## src/design/lbpi_pkg.sv

```systemverilog
`default_nettype none

package lbpi_pkg;

  localparam int MAX_PATTERNS = 64;
  localparam int TBL_AW       = $clog2(MAX_PATTERNS);
  localparam int HIST_W       = 10;
  localparam int AREA_W       = 20;
  localparam int AGE_W        = 8;
  localparam int PHASE_W      = 4;
  localparam int IDX_W        = 6;
  localparam int CNT_W        = 7;
  localparam int STATUS_W     = 3;
  localparam int PROD_W       = AREA_W + 4;

  localparam logic [AGE_W-1:0] AGE_MATURE = 8'd9;

  typedef enum logic [STATUS_W-1:0] {
    ST_NEW   = 3'd0,
    ST_REC   = 3'd1,
    ST_NONE  = 3'd2,
    ST_NEAR  = 3'd3,
    ST_EXACT = 3'd4
  } lbpi_status_t;

  // controller to datapath
  typedef struct packed {
    logic tbl_write;
    logic load;
    logic update;
    logic search_start;
    logic search;
    logic capture;
    logic out_load;
  } lbpi_cmd_t;

  // datapath to controller
  typedef struct packed {
    logic is_write;
    logic skip_search;
    logic empty;
    logic hit;
    logic last;
  } lbpi_sts_t;

  // (phase + 1) mod 10 for any 4-bit phase
  function automatic logic [PHASE_W-1:0] rot_amount(input logic [PHASE_W-1:0] phase);
    logic [PHASE_W:0] p1;
    p1 = {1'b0, phase} + 5'd1;
    if (p1 >= 5'd10) begin
      p1 = p1 - 5'd10;
    end
    return p1[PHASE_W-1:0];
  endfunction

  function automatic logic [HIST_W-1:0] rotl_hist(input logic [HIST_W-1:0] h,
                                                  input logic [PHASE_W-1:0] r);
    logic [2*HIST_W-1:0] dbl;
    dbl = {h, h} << r;
    return dbl[2*HIST_W-1:HIST_W];
  endfunction

endpackage

`default_nettype wire

```

## src/design/lbpi_if.sv

```systemverilog
`default_nettype none

interface lbpi_item_if;
  import lbpi_pkg::*;
  logic                 valid;
  logic                 ready;
  logic                 func;
  logic [AREA_W-1:0]    area;
  logic [AREA_W-1:0]    prev_area;
  logic [AGE_W-1:0]     age;
  logic [HIST_W-1:0]    old_pattern;
  logic [PHASE_W-1:0]   phase;
  logic                 last_in_frame;
  logic [IDX_W-1:0]     table_index;
  logic [HIST_W-1:0]    table_value;

  modport source (output valid, func, area, prev_area, age, old_pattern, phase,
                  last_in_frame, table_index, table_value, input ready);
  modport sink (input valid, func, area, prev_area, age, old_pattern, phase,
                last_in_frame, table_index, table_value, output ready);
endinterface

interface lbpi_result_if;
  import lbpi_pkg::*;
  logic                 valid;
  logic                 ready;
  logic [HIST_W-1:0]    new_pattern;
  logic [STATUS_W-1:0]  status;
  logic [IDX_W-1:0]     led_id;
  logic                 frame_end;

  modport source (output valid, new_pattern, status, led_id, frame_end, input ready);
  modport sink (input valid, new_pattern, status, led_id, frame_end, output ready);
endinterface

`default_nettype wire

```

## src/design/lbpi_ctrl.sv

```systemverilog
`default_nettype none

module lbpi_ctrl
  import lbpi_pkg::*;
(
  input  wire logic      clk,
  input  wire logic      rst,
  input  wire logic      in_valid,
  output logic           in_ready,
  output logic           out_valid,
  input  wire logic      out_ready,
  input  wire lbpi_sts_t sts,
  output lbpi_cmd_t      cmd
);

  typedef enum logic [1:0] {
    S_IDLE,
    S_UPDATE,
    S_SEARCH,
    S_FINISH
  } state_t;

  state_t state;
  state_t state_next;
  logic   out_free;

  assign in_ready = (state == S_IDLE);
  assign out_free = !out_valid || out_ready;

  always_comb begin
    cmd        = '0;
    state_next = state;
    case (state)
      S_IDLE: begin
        if (in_valid) begin
          if (sts.is_write) begin
            cmd.tbl_write = 1'b1;
          end else begin
            cmd.load   = 1'b1;
            state_next = S_UPDATE;
          end
        end
      end
      S_UPDATE: begin
        cmd.update = 1'b1;
        if (sts.skip_search || sts.empty) begin
          state_next = S_FINISH;
        end else begin
          cmd.search_start = 1'b1;
          state_next       = S_SEARCH;
        end
      end
      S_SEARCH: begin
        cmd.search = 1'b1;
        if (sts.hit) begin
          cmd.capture = 1'b1;
          state_next  = S_FINISH;
        end else if (sts.last) begin
          state_next = S_FINISH;
        end
      end
      S_FINISH: begin
        if (out_free) begin
          cmd.out_load = 1'b1;
          state_next   = S_IDLE;
        end
      end
      default: begin
        state_next = S_IDLE;
      end
    endcase
  end

  always_ff @(posedge clk) begin
    if (rst) begin
      state     <= S_IDLE;
      out_valid <= 1'b0;
    end else begin
      state <= state_next;
      if (cmd.out_load) begin
        out_valid <= 1'b1;
      end else if (out_ready) begin
        out_valid <= 1'b0;
      end
    end
  end

  a_update_after_accept: assert property (@(posedge clk) disable iff (rst)
    state == S_UPDATE |-> $past(in_valid && in_ready && !sts.is_write))
    else $error("update state entered without an observation transaction");

  a_no_overwrite: assert property (@(posedge clk) disable iff (rst)
    cmd.out_load |-> (!out_valid || out_ready))
    else $error("result register overwritten while full");

  a_first_search_cycle: assert property (@(posedge clk) disable iff (rst)
    (state == S_SEARCH && $past(state) == S_UPDATE) |-> (!sts.hit && !sts.last))
    else $error("table compare before read data is available");

  a_result_from_finish: assert property (@(posedge clk) disable iff (rst)
    $rose(out_valid) |-> $past(state) == S_FINISH)
    else $error("result raised outside finish state");

endmodule

`default_nettype wire

```

## src/design/lbpi_dp.sv

```systemverilog
`default_nettype none

module lbpi_dp
  import lbpi_pkg::*;
(
  input  wire logic                clk,
  input  wire logic                rst,
  input  wire logic                cfg_we,
  input  wire logic [CNT_W-1:0]    cfg_wdata,
  input  wire logic                func,
  input  wire logic [AREA_W-1:0]   area,
  input  wire logic [AREA_W-1:0]   prev_area,
  input  wire logic [AGE_W-1:0]    age,
  input  wire logic [HIST_W-1:0]   old_pattern,
  input  wire logic [PHASE_W-1:0]  phase,
  input  wire logic                last_in_frame,
  input  wire logic [IDX_W-1:0]    table_index,
  input  wire logic [HIST_W-1:0]   table_value,
  input  wire lbpi_cmd_t           cmd,
  output lbpi_sts_t                sts,
  output logic [HIST_W-1:0]        new_pattern,
  output logic [STATUS_W-1:0]      status,
  output logic [IDX_W-1:0]         led_id,
  output logic                     frame_end
);

  logic [CNT_W-1:0]   pattern_count;
  logic [CNT_W-1:0]   limit;

  logic [AREA_W-1:0]  area_q;
  logic [AREA_W-1:0]  prev_area_q;
  logic [AGE_W-1:0]   age_q;
  logic [HIST_W-1:0]  old_q;
  logic [PHASE_W-1:0] phase_q;
  logic               frame_end_q;

  logic [HIST_W-1:0]  hist_q;
  logic [HIST_W-1:0]  rot_q;
  lbpi_status_t       res_status;
  logic [TBL_AW-1:0]  res_id;

  logic [HIST_W-1:0]  tbl_mem [MAX_PATTERNS];
  logic [TBL_AW-1:0]  cnt;
  logic [HIST_W-1:0]  rd_data;
  logic [TBL_AW-1:0]  rd_idx;
  logic               rd_vld;

  logic [PROD_W-1:0]  a10, a11, l10, l11;
  logic               grew, shrank;
  logic [HIST_W-1:0]  hist_next;
  logic [HIST_W-1:0]  diff;
  logic               exact, match;

  always_ff @(posedge clk) begin
    if (rst) begin
      pattern_count <= '0;
    end else if (cfg_we) begin
      pattern_count <= cfg_wdata;
    end
  end

  assign limit = (pattern_count > CNT_W'(MAX_PATTERNS)) ? CNT_W'(MAX_PATTERNS)
                                                         : pattern_count;

  // area*10, area*11, prev_area*10 and prev_area*11 by shift-add
  assign a10 = (PROD_W'(area_q) << 3) + (PROD_W'(area_q) << 1);
  assign a11 = a10 + PROD_W'(area_q);
  assign l10 = (PROD_W'(prev_area_q) << 3) + (PROD_W'(prev_area_q) << 1);
  assign l11 = l10 + PROD_W'(prev_area_q);
  assign grew   = a10 > l11;
  assign shrank = a11 < l10;

  always_comb begin
    if (age_q == '0) begin
      hist_next = old_q;
    end else if (grew) begin
      hist_next = {1'b1, old_q[HIST_W-1:1]};
    end else if (shrank) begin
      hist_next = {1'b0, old_q[HIST_W-1:1]};
    end else begin
      hist_next = {old_q[HIST_W-1], old_q[HIST_W-1:1]};
    end
  end

  assign diff  = rd_data ^ rot_q;
  assign exact = (diff == '0);
  // zero or exactly one differing bit
  assign match = ((diff & (diff - 1'b1)) == '0);

  assign sts.is_write    = func;
  assign sts.skip_search = age_q < AGE_MATURE;
  assign sts.empty       = (limit == '0);
  assign sts.hit         = rd_vld && match;
  assign sts.last        = rd_vld && (CNT_W'(rd_idx) == limit - 1'b1);

  always_ff @(posedge clk) begin
    if (cmd.tbl_write && (int'(table_index) < MAX_PATTERNS)) begin
      tbl_mem[table_index[TBL_AW-1:0]] <= table_value;
    end
    rd_data <= tbl_mem[cnt];
    rd_idx  <= cnt;
  end

  always_ff @(posedge clk) begin
    if (rst) begin
      rd_vld <= 1'b0;
      cnt    <= '0;
    end else begin
      rd_vld <= cmd.search;
      if (cmd.search_start) begin
        cnt <= '0;
      end else if (cmd.search) begin
        cnt <= cnt + 1'b1;
      end
    end
  end

  always_ff @(posedge clk) begin
    if (cmd.load) begin
      area_q      <= area;
      prev_area_q <= prev_area;
      age_q       <= age;
      old_q       <= old_pattern;
      phase_q     <= phase;
      frame_end_q <= last_in_frame;
    end
    if (cmd.update) begin
      hist_q <= hist_next;
      rot_q  <= rotl_hist(hist_next, rot_amount(phase_q));
      res_id <= '0;
      if (age_q == '0) begin
        res_status <= ST_NEW;
      end else if (age_q < AGE_MATURE) begin
        res_status <= ST_REC;
      end else begin
        res_status <= ST_NONE;
      end
    end else if (cmd.capture) begin
      res_status <= exact ? ST_EXACT : ST_NEAR;
      res_id     <= rd_idx;
    end
    if (cmd.out_load) begin
      new_pattern <= hist_q;
      status      <= res_status;
      led_id      <= IDX_W'(res_id);
      frame_end   <= frame_end_q;
    end
  end

endmodule

`default_nettype wire

```

## src/design/led_blink_pattern_identifier.sv

```systemverilog
// an accepted observation is loaded, then the update state forms the new history;
// mature blobs with a non-empty table then search the entries in order up to
// limit, stopping at the first hit, where limit is pattern_count capped at MAX_PATTERNS;
// the result register loads in the finish state once it is free. One observation at
// a time; table writes are taken in the idle state without leaving it
// reset: rst (synchronous) clears pattern_count, controller and result valid
`default_nettype none

module led_blink_pattern_identifier
  import lbpi_pkg::*;
(
  input  wire logic             clk,
  input  wire logic             rst,
  input  wire logic             cfg_we,
  input  wire logic [CNT_W-1:0] cfg_wdata,
  lbpi_item_if.sink             item,
  lbpi_result_if.source         result
);

  lbpi_cmd_t           cmd;
  lbpi_sts_t           sts;
  logic                in_ready;
  logic                out_valid;
  logic [HIST_W-1:0]   new_pattern;
  logic [STATUS_W-1:0] status;
  logic [IDX_W-1:0]    led_id;
  logic                frame_end;

  lbpi_ctrl u_ctrl (
    .clk       (clk),
    .rst       (rst),
    .in_valid  (item.valid),
    .in_ready  (in_ready),
    .out_valid (out_valid),
    .out_ready (result.ready),
    .sts       (sts),
    .cmd       (cmd)
  );

  lbpi_dp u_dp (
    .clk           (clk),
    .rst           (rst),
    .cfg_we        (cfg_we),
    .cfg_wdata     (cfg_wdata),
    .func          (item.func),
    .area          (item.area),
    .prev_area     (item.prev_area),
    .age           (item.age),
    .old_pattern   (item.old_pattern),
    .phase         (item.phase),
    .last_in_frame (item.last_in_frame),
    .table_index   (item.table_index),
    .table_value   (item.table_value),
    .cmd           (cmd),
    .sts           (sts),
    .new_pattern   (new_pattern),
    .status        (status),
    .led_id        (led_id),
    .frame_end     (frame_end)
  );

  assign item.ready         = in_ready;
  assign result.valid       = out_valid;
  assign result.new_pattern = new_pattern;
  assign result.status      = status;
  assign result.led_id      = led_id;
  assign result.frame_end   = frame_end;

endmodule

`default_nettype wire

```

## src/flat_wrapper.sv

```systemverilog
// flat-port wrapper written by rule: the top's interface ports become plain ports
module led_blink_pattern_identifier_flat import lbpi_pkg::*;
  (clk, rst, cfg_we, cfg_wdata, item_valid, item_func, item_area, item_prev_area, item_age, item_old_pattern, item_phase, item_last_in_frame, item_table_index, item_table_value, item_ready, result_valid, result_new_pattern, result_status, result_led_id, result_frame_end, result_ready);
  lbpi_item_if item_i ();
  lbpi_result_if result_i ();
  input  wire logic clk;
  input  wire logic rst;
  input  wire logic cfg_we;
  input  wire logic [CNT_W-1:0] cfg_wdata;
  input wire logic [$bits(item_i.valid)-1:0] item_valid;
  input wire logic [$bits(item_i.func)-1:0] item_func;
  input wire logic [$bits(item_i.area)-1:0] item_area;
  input wire logic [$bits(item_i.prev_area)-1:0] item_prev_area;
  input wire logic [$bits(item_i.age)-1:0] item_age;
  input wire logic [$bits(item_i.old_pattern)-1:0] item_old_pattern;
  input wire logic [$bits(item_i.phase)-1:0] item_phase;
  input wire logic [$bits(item_i.last_in_frame)-1:0] item_last_in_frame;
  input wire logic [$bits(item_i.table_index)-1:0] item_table_index;
  input wire logic [$bits(item_i.table_value)-1:0] item_table_value;
  output wire logic [$bits(item_i.ready)-1:0] item_ready;
  output wire logic [$bits(result_i.valid)-1:0] result_valid;
  output wire logic [$bits(result_i.new_pattern)-1:0] result_new_pattern;
  output wire logic [$bits(result_i.status)-1:0] result_status;
  output wire logic [$bits(result_i.led_id)-1:0] result_led_id;
  output wire logic [$bits(result_i.frame_end)-1:0] result_frame_end;
  input wire logic [$bits(result_i.ready)-1:0] result_ready;
  assign item_i.valid = item_valid;
  assign item_i.func = item_func;
  assign item_i.area = item_area;
  assign item_i.prev_area = item_prev_area;
  assign item_i.age = item_age;
  assign item_i.old_pattern = item_old_pattern;
  assign item_i.phase = item_phase;
  assign item_i.last_in_frame = item_last_in_frame;
  assign item_i.table_index = item_table_index;
  assign item_i.table_value = item_table_value;
  assign item_ready = item_i.ready;
  assign result_valid = result_i.valid;
  assign result_new_pattern = result_i.new_pattern;
  assign result_status = result_i.status;
  assign result_led_id = result_i.led_id;
  assign result_frame_end = result_i.frame_end;
  assign result_i.ready = result_ready;
  led_blink_pattern_identifier u_core (.clk(clk), .rst(rst), .cfg_we(cfg_we), .cfg_wdata(cfg_wdata), .item(item_i), .result(result_i));
endmodule
```

## config.mk

```make
export PLATFORM = sky130hd
export DESIGN_NAME = led_blink_pattern_identifier_flat
export DESIGN_NICKNAME = d
export VERILOG_FILES = /design/src/design/lbpi_pkg.sv /design/src/design/lbpi_if.sv /design/src/design/lbpi_ctrl.sv /design/src/design/lbpi_dp.sv /design/src/design/led_blink_pattern_identifier.sv /design/src/flat_wrapper.sv
export SDC_FILE = /design/constraint.sdc
export NUM_CORES = 1
export LEC_CHECK = 0
export BUFFER_PORTS_ARGS = -buffer_cell sky130_fd_sc_hd__buf_2
export CAP_MARGIN = 15
export CORE_MARGIN = 4
export CORE_UTILIZATION = 35
export DETAILED_ROUTE_END_ITERATION = 8
export GPL_TIMING_DRIVEN = 0
export HOLD_SLACK_MARGIN = 0.02
export PLACE_DENSITY = 0.52
export SLEW_MARGIN = 5
export SYNTH_ARGS = -nofsm -noshare
export SYNTH_HDL_FRONTEND = slang
export SYNTH_SLANG_ARGS = --single-unit
```

## constraint.sdc

```tcl
create_clock -name clk -period 14.8 [get_ports clk]
set_input_delay 0.74 -clock clk [delete_from_list [all_inputs] [get_ports clk]]
set_output_delay 0.74 -clock clk [all_outputs]
set_load 0.005 [all_outputs]
```

==> impl_metrics.ini <==
[outcome]
status = finished, final reports clean

[global_route]
groute.usage.overall_pct = 16.2
overflow = 0
grt_start_max_net_pins = 65
grt_pass1_vias = 19769
grt_pass1_wl_mm = 126
antenna_found_initial = 0

[synth]
yosys_warnings = 0
synth-async-reset-ratio_pct = 0
ys.flop_type = edfxtp_1
synth_area_leaders = edfxtp_1, mux4_2, ha_1, dfxtp_1, nor2_1
syn_area_per_cell_um2 = 17.4
syn_inst = 2016
yosysSeqAreaShare_pct = 66.3
synth_area_um2 = 35000
synth_top_cell_by_area = edfxtp_1
synth_edf_count = 746
synth_nets = 2244
yosys.cell_types.count = 84
synth.ff_latch_count = 785
synth_top_area_share_pct = 64.0

[floorplanning]
io_pins = 114
start_util_pct = 35.4
die_x_um = 324
die_y_um = 324
die_area_um2 = 105000
core_um2 = 98900
row_count = 115

[sta]
setup_viol = 0
clock_skew_ps = 18.5
tns_ps = 0
worst_slew_pin_slew_ps = 1120
fmax_mhz = 136
final-max-slew-violation-count = 0
relSlewSlack_pct = 24.8
layout_worst_path_cycle_share_pct = 49.8
post-route-min-period_ps = 7370
rsz0062_at_grt = no
hold_violations = 0

[setup_path]
r2r-start = u_core.u_dp.prev_area_q[2]$_DFFE_PP_
crit_required_ps = 15160
rr_endpoint = u_core.u_dp.rot_q[4]$_DFFE_PP_
cp.arrival_ps = 7730
path_max_fanout = 4
r2r_cells = 25
worstSetupEndpointType = flip-flop
criticalPathCategory = flip-flop to flip-flop
worstSetupStartpointType = flip-flop
r2r_slack_ps = 7430

[route]
route.vias.total = 18948
drtIter0Drc = 1413
post_drt_wl_per_cell_um = 23.7
routed_wl_mm = 84.9
drc = 0
dr.pass1.iters = 5
ant_nets = 0
vias_per_cell = 5.29

[power]
p_leak_nw = 13.2
vdd_drop_max_v = 0.000103
p_per_area_nw_per_um2 = 158

[final_layout]
area_growth_pct = 14.8
layout.cells.most_common = edfxtp_1
layout_common_cells = edfxtp_1, mux4_2, nor2_1
nets = 2456
drive_above_1_share_pct = 22.1
postLayoutCellArea_um2 = 40200
nFillCells = 8816

[clock_tree]
clockBufferDepth = 3
clk_pin_slew_worst_paths_ps = 60
clk_latency_ps = 650
cts_tree = done
numClockSinks = 785
cts-buffers-inserted = 86
cts_resized = 0
h-tree-depth = 3
cts_hold_buffers = 0
cts_root_buf = clkbuf_16
post_cts_buffers = 0

[min_path]
hold_start = item_prev_area[2]
min_to = u_core.u_dp.prev_area_q[2]$_DFFE_PP_
min_path_cells = 1
hold_path_class = input port to flip-flop

[flow_run]
cap_violations = 0

[placement]
io_buffers = 109
dp_hpwl_mm = 58.5
place.gp.congestion = 0.813
placed_cell_area_um2 = 37300
## power breakdown
part | switching (mW) | leakage (nW) | internal [mW]
Combinational | 0.974 | 4.88 | 0.739
Clock | 0.871 | 1.30 | 1.20
Sequential | 0.0472 | 7.04 | 2.53
## worst max-delay path, cell delays in order, from the launching register on
cell and delay [ps]:
edfxtp_1 470, ha_1 280, inv_1 80, fa_1 200, nor2b_1 70, o31a_1 280, o221ai_1 410, o21ai_0 180
a21oi_1 270, xnor2_1 160, ha_1 250, a211o_1 330, or3_1 310, o21ai_1 280, nor2_1 90, a2111oi_0 690
nor2_1 140, xor2_1 180, ha_1 300, and4_1 200, a221oi_1 440, nand4b_1 230, a311oi_2 440, a311oi_1 220
o31ai_1 420, mux2i_1 140
## cells by family (layout without fill, tap and decap cells)
logic type,after synthesis,after routing,share of synthesized area [%]
buf+inv,116,393,1.43
fa+ha+maj,138,138,5.01
compound gates,271,271,5.14
mux,252,252,14.8
flops,785,785,66.3
simple gates,356,356,4.88
other cells,0,1,0
xor+xnor,98,98,2.47
## final cells by class
type | count | area (um^2) | share of cell area [%]
Tap cell | 1287 | 1610 | 4.01
Multi-Input combinational cell | 1115 | 11300 | 28.2
Sequential cell | 785 | 23200 | 57.7
Clock inverter | 48 | 490 | 1.22
Inverter | 50 | 188 | 0.467
Buffer | 66 | 314 | 0.782
Timing Repair Buffer | 124 | 841 | 2.09
Antenna cell | 1 | 2.50 | 0.00623
Clock buffer | 105 | 2220 | 5.54
## Yosys cell counts (all sizes together) (4+ instances only)
cell,count
o211ai,10
and3,12
nand2b,14
nor3,21
o21a,15
a311oi,4
xor2,50
nor2,143
nor2b,17
a31oi,9
mux4,210
buf,27
clkbuf,39
o22a,7
a21oi,73
o21ai,57
dfxtp,39
a21o,22
inv,50
or3,9
nand3,33
nand4,13
o31ai,9
nand2,65
o21bai,12
nor4,9
xnor2,48
edfxtp,746
nand3b,4
ha,132
a211oi,11
mux2,13
mux2i,29
fa,4
## metrics by stage
step	power (mW)	setup slack [ps]	util, %	hold slack [ps]	instances
after floorplan	3.86	8840	-	329	2016
after global placement	4.30	7530	37.6	347	3412
after detailed placement	4.34	7420	37.8	338	3420
after CTS	6.43	7350	40.5	206	3573
after global routing	6.72	6870	40.6	220	3580
final	6.36	7430	40.6	266	3581
## worst max-delay path by stage
stage / startpoint / to / slack [ps] / depth (start not counted)
6_report: u_core.u_dp.prev_area_q[2]$_DFFE_PP_ / u_core.u_dp.rot_q[4]$_DFFE_PP_ / 7430 / 25
4_1_cts: u_core.u_dp.prev_area_q[2]$_DFFE_PP_ / u_core.u_dp.rot_q[0]$_DFFE_PP_ / 7350 / 25
3_3_place_gp: u_core.u_dp.prev_area_q[1]$_DFFE_PP_ / u_core.u_dp.rot_q[4]$_DFFE_PP_ / 7530 / 24
2_1_floorplan: u_core.u_dp.prev_area_q[1]$_DFFE_PP_ / u_core.u_dp.rot_q[4]$_DFFE_PP_ / 8840 / 24
3_5_place_dp: u_core.u_dp.prev_area_q[2]$_DFFE_PP_ / u_core.u_dp.rot_q[0]$_DFFE_PP_ / 7420 / 25
5_1_grt: u_core.u_dp.prev_area_q[1]$_DFFE_PP_ / u_core.u_dp.rot_q[4]$_DFFE_PP_ / 6870 / 24
## routing by layer
layer  part of all wire, %  vias to the layer above  GRT usage (%)  routed length, um
li1                      -                     8589              -                  -
met1                    45                     9796           22.4              38300
met2                    47                      445           26.6              40000
met3                   5.4                      118           2.97               4590
met4                   2.2                        0           4.37               1910
met5                     0                        -              0                  0
## sequential cells by signal (all words and copies together) (netlist names), 3 cells and up
signal and count:
u_core.u_dp.rd_idx 6, u_core.u_dp.status 3, u_core.u_dp.age_q 8, u_core.u_dp.led_id 6, u_core.u_dp.old_q 10, u_core.u_dp.rot_q 10, u_core.u_dp.prev_area_q 20, u_core.u_dp.phase_q 4
u_core.u_dp.tbl_mem 640, u_core.u_dp.pattern_count 7, u_core.u_dp.rd_data 10, u_core.u_dp.res_status 3, u_core.u_dp.res_id 6, u_core.u_dp.new_pattern 10, u_core.u_dp.area_q 20, u_core.u_dp.cnt 6
u_core.u_dp.hist_q 10
Power figures use the tool's default switching activity.
